[config.mk]
export PLATFORM = sky130hd
export DESIGN_NAME = pfb_walker
export DESIGN_NICKNAME = d
export VERILOG_FILES = /design/src/rtl/pfb_pkg.sv /design/src/rtl/pfb_walker.sv
export SDC_FILE = /design/constraint.sdc
export NUM_CORES = 1
export LEC_CHECK = 0
export BUFFER_PORTS_ARGS = -buffer_cell sky130_fd_sc_hd__buf_2
export CORE_MARGIN = 1
export CORE_UTILIZATION = 25
export CTS_BUF_LIST = sky130_fd_sc_hd__clkbuf_2 sky130_fd_sc_hd__clkbuf_4 sky130_fd_sc_hd__clkbuf_8
export CTS_CLUSTER_DIAMETER = 30
export DETAILED_ROUTE_END_ITERATION = 16
export REMOVE_ABC_BUFFERS = 1
export SLEW_MARGIN = 20
export SYNTH_ARGS = -nofsm -noshare
export SYNTH_HDL_FRONTEND = slang
export SYNTH_SLANG_ARGS = --single-unit
export TNS_END_PERCENT = 1
[constraint.sdc]
create_clock -name clk_i -period 7.28 [get_ports clk_i]
set_input_delay 1.456 -clock clk_i [delete_from_list [all_inputs] [get_ports clk_i]]
set_output_delay 1.456 -clock clk_i [all_outputs]
set_load 0.005 [all_outputs]
[src/rtl/pfb_pkg.sv]
// shared types, constants and helper functions for the paged frame buffer draw engine
`timescale 1ns / 1ps

package pfb_pkg;

  localparam int unsigned SCREEN_WIDTH_DEF  = 128;
  localparam int unsigned SCREEN_HEIGHT_DEF = 32;

  // wide enough for corner sums and rotations without wrapping
  localparam int unsigned COORD_W = 19;

  localparam logic [7:0] FULL_MASK = 8'hFF;
  localparam logic [2:0] LAST_BIT  = 3'h7;

  typedef enum logic [1:0] {
    MODE_PIXEL,
    MODE_RECT,
    MODE_READ,
    MODE_NOP
  } mode_e;

  typedef enum logic [1:0] {
    OP_CLEAR,
    OP_SET,
    OP_INVERT,
    OP_KEEP
  } draw_op_e;

  typedef enum logic [1:0] {
    ROT_0,
    ROT_90,
    ROT_180,
    ROT_270
  } rot_e;

  typedef enum logic [2:0] {
    ST_CLEAR,
    ST_IDLE,
    ST_ROT,
    ST_CLIP,
    ST_WALK,
    ST_READ,
    ST_READ_WAIT,
    ST_DONE
  } walk_state_e;

  typedef logic signed [COORD_W-1:0] coord_t;

  typedef struct packed {
    coord_t x;
    coord_t y;
  } point_t;

  typedef struct packed {
    mode_e              mode;
    logic signed [15:0] pos_x;
    logic signed [15:0] pos_y;
    logic [14:0]        rect_width;
    logic [14:0]        rect_height;
    draw_op_e           draw_op;
  } item_t;

  typedef struct packed {
    logic [7:0] read_byte;
    logic       clipped_away;
  } result_t;

  function automatic int unsigned col_bits(input int unsigned width);
    col_bits = $clog2(width);
  endfunction

  function automatic int unsigned page_bits(input int unsigned height);
    int unsigned pages;
    pages = (height + 7) / 8;
    page_bits = (pages > 1) ? $clog2(pages) : 1;
  endfunction

  function automatic logic [7:0] apply_op(input logic [7:0] data, input logic [7:0] mask,
                                          input draw_op_e op);
    logic [7:0] res;
    res = data;
    case (op)
      OP_CLEAR:  res = data & ~mask;
      OP_SET:    res = data | mask;
      OP_INVERT: res = data ^ mask;
      default:   res = data;
    endcase
    return res;
  endfunction

  function automatic point_t rotate_point(input point_t p, input rot_e rot,
                                          input coord_t w_last, input coord_t h_last);
    point_t r;
    r = p;
    case (rot)
      ROT_90: begin
        r.x = w_last - p.y;
        r.y = p.x;
      end
      ROT_180: begin
        r.x = w_last - p.x;
        r.y = h_last - p.y;
      end
      ROT_270: begin
        r.x = p.y;
        r.y = h_last - p.x;
      end
      default: r = p;
    endcase
    return r;
  endfunction

endpackage

[src/rtl/pfb_walker.sv]
// sequencer: clearing pass, corner rotation and clipping, read-modify-write walk, byte reads
`timescale 1ns / 1ps

module pfb_walker #(
  parameter int unsigned SCREEN_WIDTH  = pfb_pkg::SCREEN_WIDTH_DEF,
  parameter int unsigned SCREEN_HEIGHT = pfb_pkg::SCREEN_HEIGHT_DEF
) (
  input  logic                clk_i,
  input  logic                rst_ni,
  input  pfb_pkg::rot_e       rotation_i,
  input  logic                item_valid_i,
  input  pfb_pkg::item_t      item_i,
  output logic                ready_o,
  output logic                res_valid_o,
  input  logic                res_stall_i,
  output pfb_pkg::result_t    res_o,
  output logic                mem_we_o,
  output logic [pfb_pkg::page_bits(SCREEN_HEIGHT)+pfb_pkg::col_bits(SCREEN_WIDTH)-1:0]
                              mem_waddr_o,
  output logic [7:0]          mem_wdata_o,
  output logic [pfb_pkg::page_bits(SCREEN_HEIGHT)+pfb_pkg::col_bits(SCREEN_WIDTH)-1:0]
                              mem_raddr_o,
  input  logic [7:0]          mem_rdata_i
);

  import pfb_pkg::*;

  localparam int unsigned XW    = col_bits(SCREEN_WIDTH);
  localparam int unsigned PW    = page_bits(SCREEN_HEIGHT);
  localparam int unsigned YW    = PW + 3;
  localparam int unsigned AW    = PW + XW;
  localparam int unsigned PAGES = (SCREEN_HEIGHT + 7) / 8;

  localparam coord_t W_LAST    = coord_t'(SCREEN_WIDTH - 1);
  localparam coord_t H_LAST    = coord_t'(SCREEN_HEIGHT - 1);
  localparam coord_t PAGES_LIM = coord_t'(PAGES);

  walk_state_e      state_q, state_d;
  draw_op_e         op_q, op_d;
  point_t           p1_q, p1_d, p2_q, p2_d;
  logic [XW-1:0]    col_lo_q, col_lo_d, col_hi_q, col_hi_d, col_q, col_d;
  logic [YW-1:0]    row_lo_q, row_lo_d, row_hi_q, row_hi_d;
  logic [PW-1:0]    page_q, page_d;
  logic             issue_done_q, issue_done_d;
  logic             rd_vld_q, rd_vld_d;
  logic [AW-1:0]    rd_addr_q, rd_addr_d;
  logic [7:0]       rd_mask_q, rd_mask_d;
  logic [AW-1:0]    clr_addr_q, clr_addr_d;
  result_t          res_q, res_d;

  always_ff @(posedge clk_i or negedge rst_ni) begin
    if (!rst_ni) begin
      state_q      <= ST_CLEAR;
      clr_addr_q   <= '0;
      rd_vld_q     <= 1'b0;
      issue_done_q <= 1'b0;
    end else begin
      state_q      <= state_d;
      clr_addr_q   <= clr_addr_d;
      rd_vld_q     <= rd_vld_d;
      issue_done_q <= issue_done_d;
    end
  end

  always_ff @(posedge clk_i) begin
    op_q      <= op_d;
    p1_q      <= p1_d;
    p2_q      <= p2_d;
    col_lo_q  <= col_lo_d;
    col_hi_q  <= col_hi_d;
    col_q     <= col_d;
    row_lo_q  <= row_lo_d;
    row_hi_q  <= row_hi_d;
    page_q    <= page_d;
    rd_addr_q <= rd_addr_d;
    rd_mask_q <= rd_mask_d;
    res_q     <= res_d;
  end

  always_comb begin
    coord_t        x1;
    coord_t        y1;
    coord_t        lx;
    coord_t        hx;
    coord_t        ly;
    coord_t        hy;
    coord_t        cl;
    coord_t        ch;
    coord_t        rl;
    coord_t        rh;
    logic [PW-1:0] page_lo;
    logic [PW-1:0] page_hi;
    logic [2:0]    lo_off;
    logic [2:0]    hi_off;
    logic [7:0]    page_mask;

    state_d      = state_q;
    op_d         = op_q;
    p1_d         = p1_q;
    p2_d         = p2_q;
    col_lo_d     = col_lo_q;
    col_hi_d     = col_hi_q;
    col_d        = col_q;
    row_lo_d     = row_lo_q;
    row_hi_d     = row_hi_q;
    page_d       = page_q;
    issue_done_d = issue_done_q;
    rd_vld_d     = 1'b0;
    rd_addr_d    = rd_addr_q;
    rd_mask_d    = rd_mask_q;
    clr_addr_d   = clr_addr_q;
    res_d        = res_q;

    ready_o     = 1'b0;
    res_valid_o = 1'b0;
    mem_we_o    = 1'b0;
    mem_waddr_o = rd_addr_q;
    mem_wdata_o = apply_op(mem_rdata_i, rd_mask_q, op_q);
    mem_raddr_o = {page_q, col_q};

    x1 = coord_t'(item_i.pos_x);
    y1 = coord_t'(item_i.pos_y);

    lx = (p1_q.x < p2_q.x) ? p1_q.x : p2_q.x;
    hx = (p1_q.x < p2_q.x) ? p2_q.x : p1_q.x;
    ly = (p1_q.y < p2_q.y) ? p1_q.y : p2_q.y;
    hy = (p1_q.y < p2_q.y) ? p2_q.y : p1_q.y;
    cl = (lx < 0) ? '0 : lx;
    ch = (hx > W_LAST) ? W_LAST : hx;
    rl = (ly < 0) ? '0 : ly;
    rh = (hy > H_LAST) ? H_LAST : hy;

    page_lo   = row_lo_q[YW-1:3];
    page_hi   = row_hi_q[YW-1:3];
    lo_off    = (page_q == page_lo) ? row_lo_q[2:0] : 3'd0;
    hi_off    = (page_q == page_hi) ? row_hi_q[2:0] : LAST_BIT;
    page_mask = (FULL_MASK >> (LAST_BIT - hi_off)) & (FULL_MASK << lo_off);

    unique case (state_q)
      ST_CLEAR: begin
        mem_we_o    = 1'b1;
        mem_waddr_o = clr_addr_q;
        mem_wdata_o = '0;
        clr_addr_d  = clr_addr_q + AW'(1);
        if (clr_addr_q == {AW{1'b1}}) begin
          state_d = ST_IDLE;
        end
      end

      ST_IDLE: begin
        ready_o = 1'b1;
        if (item_valid_i) begin
          op_d   = item_i.draw_op;
          p1_d   = '{x: x1, y: y1};
          if (item_i.mode == MODE_RECT) begin
            p2_d.x = x1 + coord_t'({1'b0, item_i.rect_width}) - coord_t'(1);
            p2_d.y = y1 + coord_t'({1'b0, item_i.rect_height}) - coord_t'(1);
          end else begin
            p2_d = '{x: x1, y: y1};
          end
          res_d = '0;
          unique case (item_i.mode)
            MODE_PIXEL: state_d = ST_ROT;
            MODE_RECT: begin
              if (item_i.rect_width == '0 || item_i.rect_height == '0) begin
                res_d.clipped_away = 1'b1;
                state_d            = ST_DONE;
              end else begin
                state_d = ST_ROT;
              end
            end
            MODE_READ: state_d = ST_READ;
            default:   state_d = ST_DONE;
          endcase
        end
      end

      ST_ROT: begin
        p1_d    = rotate_point(p1_q, rotation_i, W_LAST, H_LAST);
        p2_d    = rotate_point(p2_q, rotation_i, W_LAST, H_LAST);
        state_d = ST_CLIP;
      end

      ST_CLIP: begin
        res_d = '0;
        if (lx > W_LAST || hx < 0 || ly > H_LAST || hy < 0) begin
          res_d.clipped_away = 1'b1;
          state_d            = ST_DONE;
        end else begin
          col_lo_d     = cl[XW-1:0];
          col_hi_d     = ch[XW-1:0];
          col_d        = cl[XW-1:0];
          row_lo_d     = rl[YW-1:0];
          row_hi_d     = rh[YW-1:0];
          page_d       = rl[YW-1:3];
          issue_done_d = 1'b0;
          state_d      = (op_q == OP_KEEP) ? ST_DONE : ST_WALK;
        end
      end

      ST_WALK: begin
        // read the next byte while the previous one is written back
        if (!issue_done_q) begin
          rd_vld_d  = 1'b1;
          rd_addr_d = {page_q, col_q};
          rd_mask_d = page_mask;
          if (col_q == col_hi_q) begin
            col_d = col_lo_q;
            if (page_q == page_hi) begin
              issue_done_d = 1'b1;
            end else begin
              page_d = page_q + PW'(1);
            end
          end else begin
            col_d = col_q + XW'(1);
          end
        end
        mem_we_o = rd_vld_q;
        if (issue_done_q && !rd_vld_q) begin
          state_d = ST_DONE;
        end
      end

      ST_READ: begin
        mem_raddr_o = {p1_q.y[PW-1:0], p1_q.x[XW-1:0]};
        rd_vld_d    = (p1_q.x >= 0) && (p1_q.x <= W_LAST) &&
                      (p1_q.y >= 0) && (p1_q.y < PAGES_LIM);
        state_d     = ST_READ_WAIT;
      end

      ST_READ_WAIT: begin
        res_d.read_byte    = rd_vld_q ? mem_rdata_i : 8'h00;
        res_d.clipped_away = 1'b0;
        state_d            = ST_DONE;
      end

      ST_DONE: begin
        res_valid_o = 1'b1;
        if (!res_stall_i) begin
          state_d = ST_IDLE;
        end
      end

      default: state_d = ST_IDLE;
    endcase
  end

  assign res_o = res_q;

endmodule

[Word level (Yosys, flattened, before mapping)]
Cells that the tools add are included.
Storage, ports and cells
  RAM bits: 0
  memory bits (read-only): 0
  latch bits: 0
  word-level logic and storage cells: 166
  output and inout bits: 38
  register bits after elaboration: 151
  memories: 0
Operators by class
  bitwise gates (word level): 7
  reductions and logical operators: 26
  divide/modulo/power cells: 0
  shifts and indexed selects: 2
  multiplexer cells: 53
  magnitude comparators: 14
  $add $sub $neg: 16
  multipliers: 0
  eq/ne operators: 28
Operators with widths (count)
  case mux 38 bit (3 select lines): 2
  case mux 38 bit (2 select lines): 2
  two-way mux 38 bit: 3
  less-than comparator 19 x 1 -> 1 bit (second input constant): 4
  two-way mux 19 bit: 4
  subtractor 6 x 19 -> 19 bit (first input constant): 4
  subtractor 8 x 19 -> 19 bit (first input constant): 4
  >= comparator 19 x 1 -> 1 bit (second input constant): 2
  greater-than comparator 19 x 6 -> 1 bit (second input constant): 2
  greater-than comparator 19 x 8 -> 1 bit (second input constant): 2
  less-than comparator 19 bit: 2
  subtractor 17 x 2 -> 18 bit (second input constant): 2
  adder 16 x 16 -> 17 bit: 2
  logical NOT 15 bit: 2
  two-way mux 7 bit: 4
  two-way mux 9 bit: 3
  case mux 9 bit (3 select lines): 1
  case mux 3 bit (8 select lines): 1
  case mux 8 bit (3 select lines): 1
  two-way mux 3 bit: 7
  less-or-equal comparator 19 x 8 -> 1 bit (second input constant): 1
  less-than comparator 19 x 4 -> 1 bit (second input constant): 1
  AND 8 bit: 2
  two-way mux 8 bit: 2
  38 further kinds: 86

[Logic depth before layout (Yosys ltp)]
  depth in word-level cells: 8
  mapped depth: 14
  depth with buffers taken out: 14

[Least setup slack after synthesis]
OpenSTA, ideal clock, no wires.
  kind: in2reg
  from: in rotation_i[1]
  to: reg p1_q[0] (netlist bit) (enable)
  stages: 7
  path slack: 561 ps
  path buffers: 5
  required time: 6754 ps
  arrival time: 6193 ps
  cells stage by stage: buf_6 > buf_4 > clkbuf_1 > clkbuf_1 > buf_1 > nor2_1 > o21bai_1
Between the ends
  word-level cells in the longest chain between the ends: 3
  elaborated cells between the ends (all ways): 5
RTL lines
  start: declaration: RTL line pfb_walker.sv:10  | input pfb_pkg::rot_e rotation_i,
  == test 2 bit or == test 2 x 1 -> 1 bit (tied branches): RTL line pfb_pkg.sv:95  | case (rot)
  inequality test 4 bit (no line) *
  AND reduction 3 bit (no line) *
  end signal: assignment: RTL line pfb_walker.sv:67  | p1_q <= p1_d;
  end: declaration: RTL line pfb_walker.sv:40  | point_t p1_q, p1_d, p2_q, p2_d;
Every way passes the cells marked *; elsewhere a longest branch is shown, timed or not.
A chain may end at the register's enable or synchronous reset.

[Final worst setup path]
  from: reg p2_q[37] (netlist bit)
  to: reg col_q[4] (enable)
Between the ends
  word-level cells in the longest chain between the ends: 8
  elaborated cells between the ends (all ways): 10
RTL lines
  start: declaration: RTL line pfb_walker.sv:40
  start signal: assignment: RTL line pfb_walker.sv:68  | p2_q <= p2_d;
  less-than comparator 19 bit: RTL line pfb_walker.sv:124, pfb_walker.sv:125
  two-way mux 19 bit (on tied branches): RTL line pfb_walker.sv:124, pfb_walker.sv:125
  greater-than comparator 19 x 8 -> 1 bit or less-than comparator 19 x 1 -> 1 bit (tied branches): RTL line pfb_walker.sv:186  | if (lx > W_LAST || hx < 0 || ly > H_LAST || hy < 0) begin
  logical OR 1 bit * (3 in a row): RTL line pfb_walker.sv:186
  inequality test 2 bit (no line) *
  AND reduction 3 bit (no line) *
  end signal: assignment: RTL line pfb_walker.sv:71  | col_q <= col_d;
  end: declaration: RTL line pfb_walker.sv:41  | logic [XW-1:0] col_lo_q, col_lo_d, col_hi_q, col_hi_d, col_q, col_d;
Marks and branches as above.

==> metrics.cfg <==
[final_layout]
nFillCells = 5837
finalNetCount = 1934
drive_gt1_share_pct = 12.6
layout_commonest_cell = inv_1
syn_to_final_growth_pct = 11.7
final_cell_mix = inv_1, nand2_1, a21oi_1

[global_route]
track_usage_pct = 16.3
grt_pass1_wl_mm = 72.2
grt_start_max_net_pins = 65
grt_pass1_vias = 12259
gr-total-overflow = 0
antenna_found_initial = 1

[detailed_routing]
drc = 0
drt_wl_total_mm = 46.4
wl_per_cell_um = 19.0
via_count = 12890
dr.pass1.iters = 5
drtAntennaViolNets = 0
drtIter0Drc = 1148
vias_per_cell = 5.28

[place]
place.gp.congestion = 0.916
hpwl_mm = 35.5
io_buffers = 117

[clock_tree]
cts.clk_slew.worst_paths_ns = 0.09
cts_hold_buf = 0
numClockSinks = 151
ctsResizeCount = 0
cts_buffers = 17
cts_root_buf = clkbuf_8
clock_latency_ns = 0.48
cts_buffer_depth = 2
htree_levels = 4
cts_tree = yes
cts_setup_buffers = 0

[die]
ios = 118
die_w_um = 237
design.die.area_mm2 = 0.0564
initial_core_util_pct = 25.5
die-height_um = 237
core_area_mm2 = 0.0542
num_rows = 85

[logic_synthesis]
synthFlopType = edfxtp_1
synth_cell_types = 86
synth_compound_area_share_pct = 22.1
ys_warn_count = 0
async_flop_share_pct = 9.27
synthMuxAreaShare_pct = 4.90
avgSynthCellArea_um2 = 8.24
synthCells = 1682
synth_area_mm2 = 0.0139
synth_edf_count = 137
synth_fa_ha_area_share_pct = 11.1
synth_simple_gate_area_share_pct = 17.3
ys_seq_area_share_pct = 32.2
ys_ff_latch = 151
synth_top_family_by_area = compound AO/OA/AOI/OAI gates
synth_xor_area_share_pct = 3.73

[sta]
finalMaxSlewViolations = 0
finClkSkew_ns = 0.0175
rsz0062_at_grt = false
period_share_pct = 63.1
finalCriticalPeriod_ns = 4.59
worst_pin_slew_ns = 1.03
max_freq_mhz = 218
slew_headroom_pct = 31.6
hold_viol_final = 0
fin_setup_tns_ns = 0
setup_viol = 0

[setup_path]
critPathSlowestCell = nand2_1
required_ns = 7.49
path_max_fanout = 28
path_class = reg -> reg
critPathMaxStageDelay_ns = 0.78
worstPathArrival_ns = 4.80
cp-start-kind = flip-flop
endpoint_kind = flip-flop
worstPathCellList = inv_1 > ha_1 > nor3b_1 > o211ai_1 > nor3_1 > o221ai_1 > nand2_1 > mux2_2 > and3_1 > buf_4 > or2_2

[power]
vdd_drop_max_v = 0.0000961
cellPowerDensity_mw_per_mm2 = 136
p_leak_nw = 6.42
total_power_w = 0.00211

[hold_path]
hp-class = reg -> reg

[run_status]
status = completed

[flow_run]
drv_cap = 0

-- critical path: cells and delay by family (launching register included) --
kind	cells	cell delay, ns
and+or+nand+nor	5	1.95
AOI/OAI and AO/OA	2	0.33
muxes	1	0.43
DFF	1	0.68
adders and majority gates	1	0.40
buffers and inverters	2	0.52
-- power breakdown --
part / total (W) / switching, W / internal (W)
combinational: 0.000406 / 0.000248 / 0.000157
sequential: 0.000943 / 0 / 0.000943
clock: 0.000759 / 0.000370 / 0.000388
-- Yosys cell counts, types with 5 or more instances --
master	instances	area, um2
nand2_1	167	627
ha_1	120	1500
nand2b_1	6	37.5
or3_1	6	37.5
nor3_1	59	295
and2_1	5	31.3
buf_2	8	40.0
a21oi_1	142	711
inv_1	198	743
xnor2_1	36	315
buf_1	17	63.8
a221oi_1	5	43.8
dfrtp_1	14	350
o221ai_1	11	96.3
o21ai_0	87	435
nand4_1	11	68.8
a21o_1	20	150
nor4_1	28	175
and3_1	13	81.3
nor3b_1	6	45.0
o31ai_1	18	135
a211o_1	8	70.1
nor2_1	130	488
edfxtp_1	137	4110
nand3_1	30	150
a31oi_1	29	181
or2_2	5	31.3
xor2_1	23	201
mux2i_1	36	360
o21a_1	6	45.0
clkbuf_1	68	255
o211ai_1	19	143
a22oi_1	11	82.6
nor2b_1	18	113
o22ai_1	23	144
o21bai_1	6	45.0
mux2_2	23	259
a211oi_1	41	308
-- metal layers --
| layer | vias to the layer above | part of all wire (%) | track usage, % |
|---|---|---|---|
| li1 | 6173 | - | - |
| met1 | 6175 | 45 | 22.1 |
| met2 | 480 | 45 | 26.4 |
| met3 | 60 | 7.3 | 3.15 |
| met4 | 2 | 2.0 | 3.97 |
| met5 | - | 0.017 | 0 |
-- sequential cells by signal (all words and copies together), names as in the netlist --
name          count
col_lo_q          7
p1_q             38
col_q             7
rd_vld_q          1
issue_done_q      1
rd_addr_q         9
row_lo_q          5
page_q            2
res_o             9
op_q              2
state_q           3
rd_mask_q         8
p2_q             38
clr_addr_q        9
row_hi_q          5
col_hi_q          7
-- layout make-up --
class	count	area [um2]	share of cell area, %
antenna	2	5.00	0.0323
inverter	202	758	4.90
multi-input combinational	1227	8220	53.1
clock inverter	14	210	1.36
clock buffer	18	241	1.56
timing repair buffer	133	706	4.56
tap	696	871	5.63
sequential	151	4460	28.8
-- kinds of logic after synthesis --
group | count (synthesis)
adder cells (fa/ha/maj) | 122
AO/OA/AOI/OAI | 477
multiplexers | 62
AND/OR/NAND/NOR | 507
XOR/XNOR | 59
buffers and inverters | 304
flip-flops | 151
-- per-stage QoR --
stage / instances / util (%) / hold WS, ns / setup WS (ns) / cell area, um2
CTS: 2441 / 28.5 / 0.510 / 2.68 / 15500
global placement: 2409 / 27.7 / 0.492 / 2.49 / 15000
finish: 2443 / 28.5 / 0.505 / 2.69 / 15500
global route: 2441 / 28.5 / 0.540 / 2.38 / 15500
detailed placement: 2409 / 27.7 / 0.494 / 2.42 / 15000
floorplan: 1580 / - / 0.457 / 1.55 / 13400
-- final timing paths --
check,cells after the start,to,startpoint,slack (ns)
min in group asynchronous,1,issue_done_q,rst_ni,0.86
worst min register to register,1,clr_addr_q[6],clr_addr_q[6],0.50
worst max register to register,11,col_q[4],p2_q[37],2.69
worst min-delay path,1,clr_addr_q[6],clr_addr_q[6],0.50
worst max-delay path,11,col_q[4],p2_q[37],2.69
max in group asynchronous,1,clr_addr_q[7],rst_ni,6.17
(Power assumes the default switching activity.)
